===== src/rtl/tlp_pkg.sv =====
package tlp_pkg;

    // Parameter defaults
    localparam int LINE_CAPACITY_DEF = 32;

    // Configuration register indexes
    typedef enum logic [1:0] {
        CFG_IMAGE_WIDTH  = 2'd0,
        CFG_IMAGE_HEIGHT = 2'd1,
        CFG_TIMEOUT      = 2'd2
    } t_cfg_idx;

    localparam int CFG_IDX_W  = 2;
    localparam int CFG_DATA_W = 16;

    // Configuration reset values
    localparam logic [15:0] IMAGE_WIDTH_RST  = 16'd640;
    localparam logic [15:0] IMAGE_HEIGHT_RST = 16'd480;
    localparam logic [15:0] TIMEOUT_RST      = 16'd200;

    // Action codes
    localparam logic [1:0] ACT_BYTE  = 2'd0;
    localparam logic [1:0] ACT_TICK  = 2'd1;
    localparam logic [1:0] ACT_FETCH = 2'd2;

    // Characters
    localparam logic [7:0] CH_LF   = 8'h0A;
    localparam logic [7:0] CH_CR   = 8'h0D;
    localparam logic [7:0] CH_HASH = 8'h23;
    localparam logic [7:0] CH_0    = 8'h30;
    localparam logic [7:0] CH_9    = 8'h39;

    // Parser constants
    localparam logic [3:0]  PH_LAST     = 4'd14;
    localparam int          NTGT_LEN    = 9;
    localparam logic [15:0] SILENCE_MAX = 16'hFFFF;
    localparam logic [19:0] VALUE_MAX   = 20'd65535;

    typedef struct packed {
        logic [1:0] action;
        logic [7:0] rx_byte;
    } t_in;

    typedef struct packed {
        logic        frame_ready;
        logic        line_valid;
        logic        tgt_present;
        logic [15:0] center_x;
        logic [15:0] center_y;
        logic [15:0] box_width;
        logic [15:0] box_height;
        logic        link_alive;
    } t_out;

    typedef struct packed {
        logic [15:0] cx;
        logic [15:0] cy;
        logic [15:0] w;
        logic [15:0] h;
    } t_box;

    // Line events from the parser to the frame tracker
    typedef struct packed {
        logic line_ok;
        logic set_target;
        logic clear_target;
    } t_line_evt;

    // Target line template, '#' marks a decimal field
    function automatic logic [7:0] pattern_char(input logic [3:0] idx);
        logic [7:0] ch;
        case (idx)
            4'd0:    ch = "X";
            4'd1:    ch = ":";
            4'd2:    ch = CH_HASH;
            4'd3:    ch = ",";
            4'd4:    ch = "Y";
            4'd5:    ch = ":";
            4'd6:    ch = CH_HASH;
            4'd7:    ch = ",";
            4'd8:    ch = "W";
            4'd9:    ch = ":";
            4'd10:   ch = CH_HASH;
            4'd11:   ch = ",";
            4'd12:   ch = "H";
            4'd13:   ch = ":";
            4'd14:   ch = CH_HASH;
            default: ch = 8'h00;
        endcase
        return ch;
    endfunction

    // No-target keyword
    function automatic logic [7:0] ntgt_char(input logic [3:0] idx);
        logic [7:0] ch;
        case (idx)
            4'd0:    ch = "N";
            4'd1:    ch = "O";
            4'd2:    ch = "_";
            4'd3:    ch = "T";
            4'd4:    ch = "A";
            4'd5:    ch = "R";
            4'd6:    ch = "G";
            4'd7:    ch = "E";
            4'd8:    ch = "T";
            default: ch = 8'h00;
        endcase
        return ch;
    endfunction

endpackage


===== src/rtl/tlp_line_parser.sv =====
module tlp_line_parser #(
    parameter int LINE_CAPACITY = tlp_pkg::LINE_CAPACITY_DEF
) (
    input  logic                i_clk,
    input  logic                i_rst_n,
    input  logic                i_en,
    input  logic [7:0]          i_rx_byte,
    input  logic [15:0]         i_image_width,
    input  logic [15:0]         i_image_height,
    output tlp_pkg::t_line_evt  o_evt,
    output tlp_pkg::t_box       o_box
);
    import tlp_pkg::*;

    localparam int CNT_W = $clog2(LINE_CAPACITY);
    localparam logic [CNT_W-1:0] CNT_LAST = CNT_W'(LINE_CAPACITY - 1);
    localparam logic [CNT_W-1:0] CNT_NTGT = CNT_W'(NTGT_LEN);

    logic [CNT_W-1:0] r_count, n_count;
    logic [3:0]       r_phase, n_phase;
    logic [15:0]      r_acc, n_acc;
    logic             r_seen, n_seen;
    logic             r_bad, n_bad;
    logic             r_ntm, n_ntm;
    logic [15:0]      r_pend_cx, n_pend_cx;
    logic [15:0]      r_pend_cy, n_pend_cy;
    logic [15:0]      r_pend_w, n_pend_w;

    logic [19:0] acc_next;
    logic        is_digit;
    logic [7:0]  pat;
    logic        range_ok;

    // Decimal step: acc * 10 + digit
    assign is_digit = (i_rx_byte >= CH_0) && (i_rx_byte <= CH_9);
    assign acc_next = ({4'b0, r_acc} << 3) + ({4'b0, r_acc} << 1)
                    + {16'b0, i_rx_byte[3:0]};
    assign pat = pattern_char(r_phase);

    // Candidate box: the last field is still in the accumulator
    assign o_box = '{cx: r_pend_cx, cy: r_pend_cy, w: r_pend_w, h: r_acc};

    assign range_ok = (r_pend_cx < i_image_width) && (r_pend_cy < i_image_height)
                   && (r_pend_w != 16'd0) && (r_acc != 16'd0)
                   && (r_pend_w <= i_image_width) && (r_acc <= i_image_height);

    // Per-character parse step
    always_comb begin
        n_count   = r_count;
        n_phase   = r_phase;
        n_acc     = r_acc;
        n_seen    = r_seen;
        n_bad     = r_bad;
        n_ntm     = r_ntm;
        n_pend_cx = r_pend_cx;
        n_pend_cy = r_pend_cy;
        n_pend_w  = r_pend_w;
        o_evt     = '0;
        if (i_en) begin
            if (i_rx_byte == CH_LF) begin
                if (r_count != '0) begin
                    if (!r_bad && r_phase == PH_LAST && r_seen) begin
                        if (range_ok) begin
                            o_evt.line_ok    = 1'b1;
                            o_evt.set_target = 1'b1;
                        end
                    end else if (r_ntm && r_count == CNT_NTGT) begin
                        o_evt.line_ok      = 1'b1;
                        o_evt.clear_target = 1'b1;
                    end
                    // Start a fresh line
                    n_count = '0;
                    n_phase = '0;
                    n_acc   = '0;
                    n_seen  = 1'b0;
                    n_bad   = 1'b0;
                    n_ntm   = 1'b1;
                end
            end else if (i_rx_byte != CH_CR && r_count != CNT_LAST) begin
                if (!(r_count < CNT_NTGT && i_rx_byte == ntgt_char(r_count[3:0]))) begin
                    n_ntm = 1'b0;
                end
                if (!r_bad) begin
                    if (pat == CH_HASH) begin
                        if (is_digit) begin
                            if (acc_next > VALUE_MAX) begin
                                n_bad = 1'b1;
                            end else begin
                                n_acc  = acc_next[15:0];
                                n_seen = 1'b1;
                            end
                        end else if (!r_seen || r_phase >= PH_LAST) begin
                            n_bad = 1'b1;
                        end else begin
                            // Close the field and expect the separator
                            case (r_phase[3:2])
                                2'd0:    n_pend_cx = r_acc;
                                2'd1:    n_pend_cy = r_acc;
                                2'd2:    n_pend_w  = r_acc;
                                default: n_pend_w  = r_pend_w;
                            endcase
                            n_acc  = '0;
                            n_seen = 1'b0;
                            if (pattern_char(r_phase + 4'd1) == i_rx_byte) begin
                                n_phase = r_phase + 4'd2;
                            end else begin
                                n_phase = r_phase + 4'd1;
                                n_bad   = 1'b1;
                            end
                        end
                    end else if (pat == i_rx_byte) begin
                        n_phase = r_phase + 4'd1;
                    end else begin
                        n_bad = 1'b1;
                    end
                end
                n_count = r_count + CNT_W'(1);
            end
        end
    end

    always_ff @(posedge i_clk) begin
        if (!i_rst_n) begin
            r_count   <= '0;
            r_phase   <= '0;
            r_acc     <= '0;
            r_seen    <= 1'b0;
            r_bad     <= 1'b0;
            r_ntm     <= 1'b1;
            r_pend_cx <= '0;
            r_pend_cy <= '0;
            r_pend_w  <= '0;
        end else begin
            r_count   <= n_count;
            r_phase   <= n_phase;
            r_acc     <= n_acc;
            r_seen    <= n_seen;
            r_bad     <= n_bad;
            r_ntm     <= n_ntm;
            r_pend_cx <= n_pend_cx;
            r_pend_cy <= n_pend_cy;
            r_pend_w  <= n_pend_w;
        end
    end

endmodule


===== src/rtl/tlp_frame_track.sv =====
module tlp_frame_track (
    input  logic                i_clk,
    input  logic                i_rst_n,
    input  logic                i_en,
    input  logic [1:0]          i_action,
    input  tlp_pkg::t_line_evt  i_evt,
    input  tlp_pkg::t_box       i_box,
    input  logic [15:0]         i_timeout,
    output tlp_pkg::t_out       o_res
);
    import tlp_pkg::*;

    t_box        r_frame, n_frame;
    logic        r_target, n_target;
    logic        r_pending, n_pending;
    logic        r_seen, n_seen;
    logic [15:0] r_silence, n_silence;

    // Update frame, flags and silence counter for one word
    always_comb begin
        n_frame   = r_frame;
        n_target  = r_target;
        n_pending = r_pending;
        n_seen    = r_seen;
        n_silence = r_silence;
        if (i_en) begin
            case (i_action)
                ACT_BYTE: begin
                    if (i_evt.set_target) begin
                        n_frame  = i_box;
                        n_target = 1'b1;
                    end
                    if (i_evt.clear_target) begin
                        n_target = 1'b0;
                    end
                    if (i_evt.line_ok) begin
                        n_silence = '0;
                        n_seen    = 1'b1;
                        n_pending = 1'b1;
                    end
                end
                ACT_TICK: begin
                    if (r_silence != SILENCE_MAX) begin
                        n_silence = r_silence + 16'd1;
                    end
                end
                ACT_FETCH: n_pending = 1'b0;
                default:   n_pending = r_pending;
            endcase
        end
    end

    // Result word reflects state after this word; frame_ready shows the pending flag from before it
    always_comb begin
        o_res.frame_ready = r_pending;
        o_res.line_valid  = i_evt.line_ok;
        o_res.tgt_present = n_target;
        o_res.center_x    = n_frame.cx;
        o_res.center_y    = n_frame.cy;
        o_res.box_width   = n_frame.w;
        o_res.box_height  = n_frame.h;
        o_res.link_alive  = n_seen && (n_silence < i_timeout);
    end

    always_ff @(posedge i_clk) begin
        if (!i_rst_n) begin
            r_frame   <= '0;
            r_target  <= 1'b0;
            r_pending <= 1'b0;
            r_seen    <= 1'b0;
            r_silence <= TIMEOUT_RST;
        end else begin
            r_frame   <= n_frame;
            r_target  <= n_target;
            r_pending <= n_pending;
            r_seen    <= n_seen;
            r_silence <= n_silence;
        end
    end

endmodule


===== src/rtl/target_line_parser_with_link_timeout_top.sv =====
// Channel  | Direction | Handshake                  | Word
// ---------+-----------+----------------------------+--------------------------
// input    | in        | i_in_valid / o_in_ready    | i_in_data  (t_in)
// result   | out       | o_out_valid / i_out_ready  | o_out_data (t_out)
// config   | in        | i_cfg_we (no wait)         | i_cfg_idx, i_cfg_data
//
// One word per cycle unless the result stalls: an input register feeds the parser
// and frame tracker, whose combinational logic loads the result register.
// The input register takes one more word while the result register waits.
// Reset is synchronous and active low; no clearing pass is needed.
// When the result is stalled the pipeline holds at most two words.
module target_line_parser_with_link_timeout_top #(
    parameter int LINE_CAPACITY = tlp_pkg::LINE_CAPACITY_DEF
) (
    input  logic                             i_clk,
    input  logic                             i_rst_n,
    input  logic                             i_in_valid,
    output logic                             o_in_ready,
    input  tlp_pkg::t_in                     i_in_data,
    output logic                             o_out_valid,
    input  logic                             i_out_ready,
    output tlp_pkg::t_out                    o_out_data,
    input  logic                             i_cfg_we,
    input  logic [tlp_pkg::CFG_IDX_W-1:0]    i_cfg_idx,
    input  logic [tlp_pkg::CFG_DATA_W-1:0]   i_cfg_data
);
    import tlp_pkg::*;

    logic        r_in_valid;
    t_in         r_in;
    logic        r_out_valid;
    t_out        r_out;
    logic [15:0] r_image_width;
    logic [15:0] r_image_height;
    logic [15:0] r_timeout;

    logic        advance;
    t_line_evt   evt;
    t_box        box;
    t_out        res;

    // Move the held word into the result register when it is free
    assign advance     = r_in_valid && (!r_out_valid || i_out_ready);
    assign o_in_ready  = !r_in_valid || advance;
    assign o_out_valid = r_out_valid;
    assign o_out_data  = r_out;

    // Configuration registers
    always_ff @(posedge i_clk) begin
        if (!i_rst_n) begin
            r_image_width  <= IMAGE_WIDTH_RST;
            r_image_height <= IMAGE_HEIGHT_RST;
            r_timeout      <= TIMEOUT_RST;
        end else if (i_cfg_we) begin
            unique case (t_cfg_idx'(i_cfg_idx))
                CFG_IMAGE_WIDTH:  r_image_width  <= i_cfg_data;
                CFG_IMAGE_HEIGHT: r_image_height <= i_cfg_data;
                CFG_TIMEOUT:      r_timeout      <= i_cfg_data;
                default:          r_timeout      <= r_timeout;
            endcase
        end
    end

    // Input register
    always_ff @(posedge i_clk) begin
        if (!i_rst_n) begin
            r_in_valid <= 1'b0;
        end else if (o_in_ready) begin
            r_in_valid <= i_in_valid;
        end
    end

    always_ff @(posedge i_clk) begin
        if (o_in_ready && i_in_valid) begin
            r_in <= i_in_data;
        end
    end

    // Result register
    always_ff @(posedge i_clk) begin
        if (!i_rst_n) begin
            r_out_valid <= 1'b0;
        end else if (advance) begin
            r_out_valid <= 1'b1;
        end else if (i_out_ready) begin
            r_out_valid <= 1'b0;
        end
    end

    always_ff @(posedge i_clk) begin
        if (advance) begin
            r_out <= res;
        end
    end

    tlp_line_parser #(
        .LINE_CAPACITY (LINE_CAPACITY)
    ) u_parser (
        .i_clk          (i_clk),
        .i_rst_n        (i_rst_n),
        .i_en           (advance && r_in.action == ACT_BYTE),
        .i_rx_byte      (r_in.rx_byte),
        .i_image_width  (r_image_width),
        .i_image_height (r_image_height),
        .o_evt          (evt),
        .o_box          (box)
    );

    tlp_frame_track u_frame (
        .i_clk     (i_clk),
        .i_rst_n   (i_rst_n),
        .i_en      (advance),
        .i_action  (r_in.action),
        .i_evt     (evt),
        .i_box     (box),
        .i_timeout (r_timeout),
        .o_res     (res)
    );

endmodule


===== config.mk =====
export PLATFORM = sky130hd
export DESIGN_NAME = target_line_parser_with_link_timeout_top
export DESIGN_NICKNAME = d
export VERILOG_FILES = /design/src/rtl/tlp_pkg.sv /design/src/rtl/tlp_line_parser.sv /design/src/rtl/tlp_frame_track.sv /design/src/rtl/target_line_parser_with_link_timeout_top.sv
export SDC_FILE = /design/constraint.sdc
export NUM_CORES = 1
export LEC_CHECK = 0
export BUFFER_PORTS_ARGS = -buffer_cell sky130_fd_sc_hd__buf_2
export CAP_MARGIN = 30
export CORE_AREA = 2 2 200 221
export CTS_CLUSTER_DIAMETER = 80
export CTS_CLUSTER_SIZE = 20
export DETAILED_ROUTE_END_ITERATION = 12
export DIE_AREA = 0 0 202 223
export GPL_ROUTABILITY_DRIVEN = 0
export PLACE_DENSITY = 0.5
export SYNTH_ARGS = -nofsm -noshare
export SYNTH_HDL_FRONTEND = slang
export SYNTH_SLANG_ARGS = --single-unit

===== constraint.sdc =====
create_clock -name i_clk -period 5.1 [get_ports i_clk]
set_input_delay 0.255 -clock i_clk [delete_from_list [all_inputs] [get_ports i_clk]]
set_output_delay 0.255 -clock i_clk [all_outputs]
set_load 0.01 [all_outputs]

==> results.py <==
metrics = {
    "synth": {
        "synth_top_area_frac": 0.300,
        "synth_flop_cell": "dfxtp_1",
        "synth_mux_area_frac": 0.0122,
        "syn-num-nets": 1822,
        "yosys_warnings": 0,
        "synth-xor-area-share": 0.0234,
        "syn_avg_cell_area_um2": 8.94,
        "yosys-top-cells-area": "dfxtp_1 30%, edfxtp_1 16%, ha_1 11%",
        "ys_types": 75,
        "syn_inst": 1658,
        "yosysTopAreaCell": "dfxtp_1",
        "yosysSeqAreaShare": 0.458,
        "async_flop_share": 0,
        "synth_top_family_by_area": "simple AND/OR/NAND/NOR gates",
        "synth_simple_gate_area_share": 0.228,
        "syn_area_mm2": 0.0148,
        "ys_seq_elements": 300,
        "synth_compound_area_frac": 0.124,
        "synthAdderAreaFrac": 0.112,
        "synth_edf_count": 78,
    },
    "timing": {
        "tightest_slew_ps": 925,
        "setup_viol": 0,
        "rsz0062_at_grt": "no",
        "min_period_ps": 4710,
        "maxSlewViolCount": 0,
        "setup_tns_ps": 0,
        "hold_viol": 0,
        "fin_crit_sh": 0.923,
        "max_freq_mhz": 212,
        "finClkSkew_ps": 21.6,
        "worst_slew_margin_rel": 0.383,
    },
    "cells_and_area": {
        "insertedDiodeCount": 0,
        "regArea_mm2": 0.00679,
        "final_cells": 2352,
        "nets": 1928,
        "n_fill_cell": 4328,
        "drive_gt1_frac": 0.108,
        "multiInputGateArea_mm2": 0.00741,
        "area_growth_syn_to_layout_pct": 13.9,
        "layout_commonest_cell": "nand2_1",
        "layout_common_cells": "403 x nand2_1, 222 x dfxtp_1, 129 x ha_1",
    },
    "routing": {
        "drt_first_pass_iters": 5,
        "vias_per_cell": 4.99,
        "wl_per_cell_um": 17.4,
        "detail-route-antenna-nets": 0,
        "routed_wl_mm": 41.0,
        "drc": 0,
        "vias": 11700,
        "drtIter0Drc": 592,
    },
    "hold_path": {
        "hold_class": "primary input to register",
        "hp-start": "i_cfg_data[3]",
        "whs_path_depth": 3,
        "min_to": "r_image_height[3]",
    },
    "grt": {
        "grt_pass1_vias": 11700,
        "grt_max_degree": 71,
        "grt_pass1_wl_mm": 64.9,
        "gr-usage-all-layers": 0.182,
        "grt_overflow": 0,
        "antenna_found_initial": 0,
    },
    "setup_path": {
        "required_ps": 5450,
        "crit_chain": "or4b_4, or3_1, or3_4, nor4_4, nand2_1, nor4_4, nor2_4, inv_2, nor2_1, ha_1, a21o_1, a21oi_1, nor2b_1, o21ai_0, nand2b_1, a21oi_1, nor2b_1, o21ai_0, o311ai_0, a211oi_1",
        "endpoint_kind": "register",
        "cp-start-kind": "register",
        "cp_top_family": "simple AND/OR/NAND/NOR gates",
        "r2r-start": "r_in[4]",
        "ff2ff_path_depth": 20,
        "r2r-end": "o_out_data[0]",
        "slowest_stage": "or4b_4",
        "path_buf_inv": 1,
        "worst-path-max-fanout": 14,
        "r2r_setup_slack_ps": 390,
        "crit_type": "register to register",
        "arrival_ps": 5060,
        "cpPeakStageDelay_ps": 590,
    },
    "cts": {
        "postCtsHoldBufs": 22,
        "cts_max_level": 1,
        "clkSinkCount": 300,
        "cts_max_path_buffers": 3,
        "cts_resized": 0,
        "root_buffer": "clkbuf_16",
        "post_cts_buffers": 0,
        "clock_latency_ps": 540,
        "clk_pin_slew_ps": 80,
        "cts_tree": "yes",
        "cts-buffers-inserted": 21,
    },
    "power_and_ir_drop": {
        "power_density_mw_per_mm2": 267,
        "leakage_uw": 0.00707,
        "max-vdd-ir-drop_mv": 0.206,
    },
    "floorplanning": {
        "dieArea_mm2": 0.0450,
        "core_mm2": 0.0429,
        "num_rows": 80,
        "die_x_um": 202,
        "ios": 103,
        "die_y_um": 223,
        "start_util": 0.345,
    },
    "placement": {
        "placed_cells": 2293,
        "numPortBuffers": 102,
        "dp_hpwl_mm": 29.8,
    },
    "run": {
        "maxCapViolations": 0,
    },
    "outcome": {
        "run_status": "completed",
    },
}
==> worst register-to-register path, stage by stage, from the launching register on <==
cell and delay (ps):
edfxtp_1 490, or4b_4 590, or3_1 390, or3_4 430, nor4_4 290, nand2_1 120, nor4_4 280, nor2_4 120
inv_2 200, nor2_1 90, ha_1 300, a21o_1 170, a21oi_1 130, nor2b_1 60, o21ai_0 150, nand2b_1 80
a21oi_1 140, nor2b_1 50, o21ai_0 130, o311ai_0 140, a211oi_1 190
==> logic make-up (layout without fill, tap and decap cells) <==
group           count (synthesis)  count (layout)
flops                         300             300
compound gates                291             291
mux                            18              18
simple gates                  722             722
buf+inv                       158             278
xor+xnor                       38              38
fa+ha+maj                     131             131
==> flip-flops by register name, indices dropped and copies added (netlist names), 10 cells and up, named ones only <==
register,count
u_parser.r_pend_w,16
u_frame.r_silence,16
r_image_width,16
r_timeout,16
u_parser.r_acc,16
u_parser.r_pend_cy,16
u_parser.r_pend_cx,16
u_frame.r_frame,64
o_out_data,68
r_image_height,16
r_in,10
==> area by class of cell <==
type | instances | share of cell area
clock buffer | 30 | 0.0337
clock inverter | 7 | 0.00585
inverter | 84 | 0.0187
multi-input combinational | 1200 | 0.439
sequential | 300 | 0.402
tap | 574 | 0.0425
timing repair buffer | 157 | 0.0582
==> synth_stat cells (all sizes together) (4+ instances only) <==
library cell and count:
and2 74, clkbuf 60, nand4 32, o211ai 11, ha 129, nand2b 8, xor2 19, a21oi 128
or3 7, o21ai 35, nor2 68, dfxtp 222, nor3 24, buf 14, nand2 403, o41ai 4
a31oi 7, nor3b 5, inv 84, nor2b 12, o31ai 13, edfxtp 78, or2 7, nand3 34
and3 10, o21a 16, nand3b 5, a21o 39, xnor2 18, nor4 16, mux2i 17, a211oi 10
==> through the flow <==
| stage | hold slack [ps] | area, um2 | setup WS (ps) | util | total power [uW] |
|---|---|---|---|---|---|
| floorplan | 354 | 14800 | 423 | - | 2720 |
| global placement | 433 | 16000 | 498 | 0.372 | 2820 |
| detailed placement | 433 | 16000 | 412 | 0.372 | 2820 |
| CTS | 3.82 | 16900 | 390 | 0.393 | 4580 |
| global route | 25.5 | 16900 | 48.8 | 0.393 | 4690 |
| finish | 24.5 | 16900 | 391 | 0.393 | 4510 |
==> power by group <==
group	switching, uW	total (uW)	leakage, uW	internal [uW]
registers	24.8	2510	0.00249	2490
logic	165	264	0.00425	98.6
clock network	884	1740	0.000324	856
total	1070	4510	0.00707	3440
==> worst max-delay path by stage <==
stage	start	to	slack, ps	cells after the start
finish	r_in[4]	o_out_data[0]	390	20
global placement	r_in[4]	o_out_data[0]	500	20
global route	r_in[4]	o_out_data[0]	50	20
floorplan	r_in[4]	o_out_data[0]	420	21
detailed placement	r_in[4]	o_out_data[0]	410	20
CTS	r_in[4]	o_out_data[0]	390	20
==> routing by layer <==
| layer | wire length (um) | global-route usage | vias to the layer above |
|---|---|---|---|
| met3 | 1380 | 0.0221 | 68 |
| met2 | 20100 | 0.325 | 217 |
| met4 | 1360 | 0.0650 | 0 |
| met5 | 0 | 0 | - |
| li1 | - | - | 5904 |
| met1 | 18100 | 0.226 | 5549 |
Note: power is estimated with default switching activity, not from simulation.
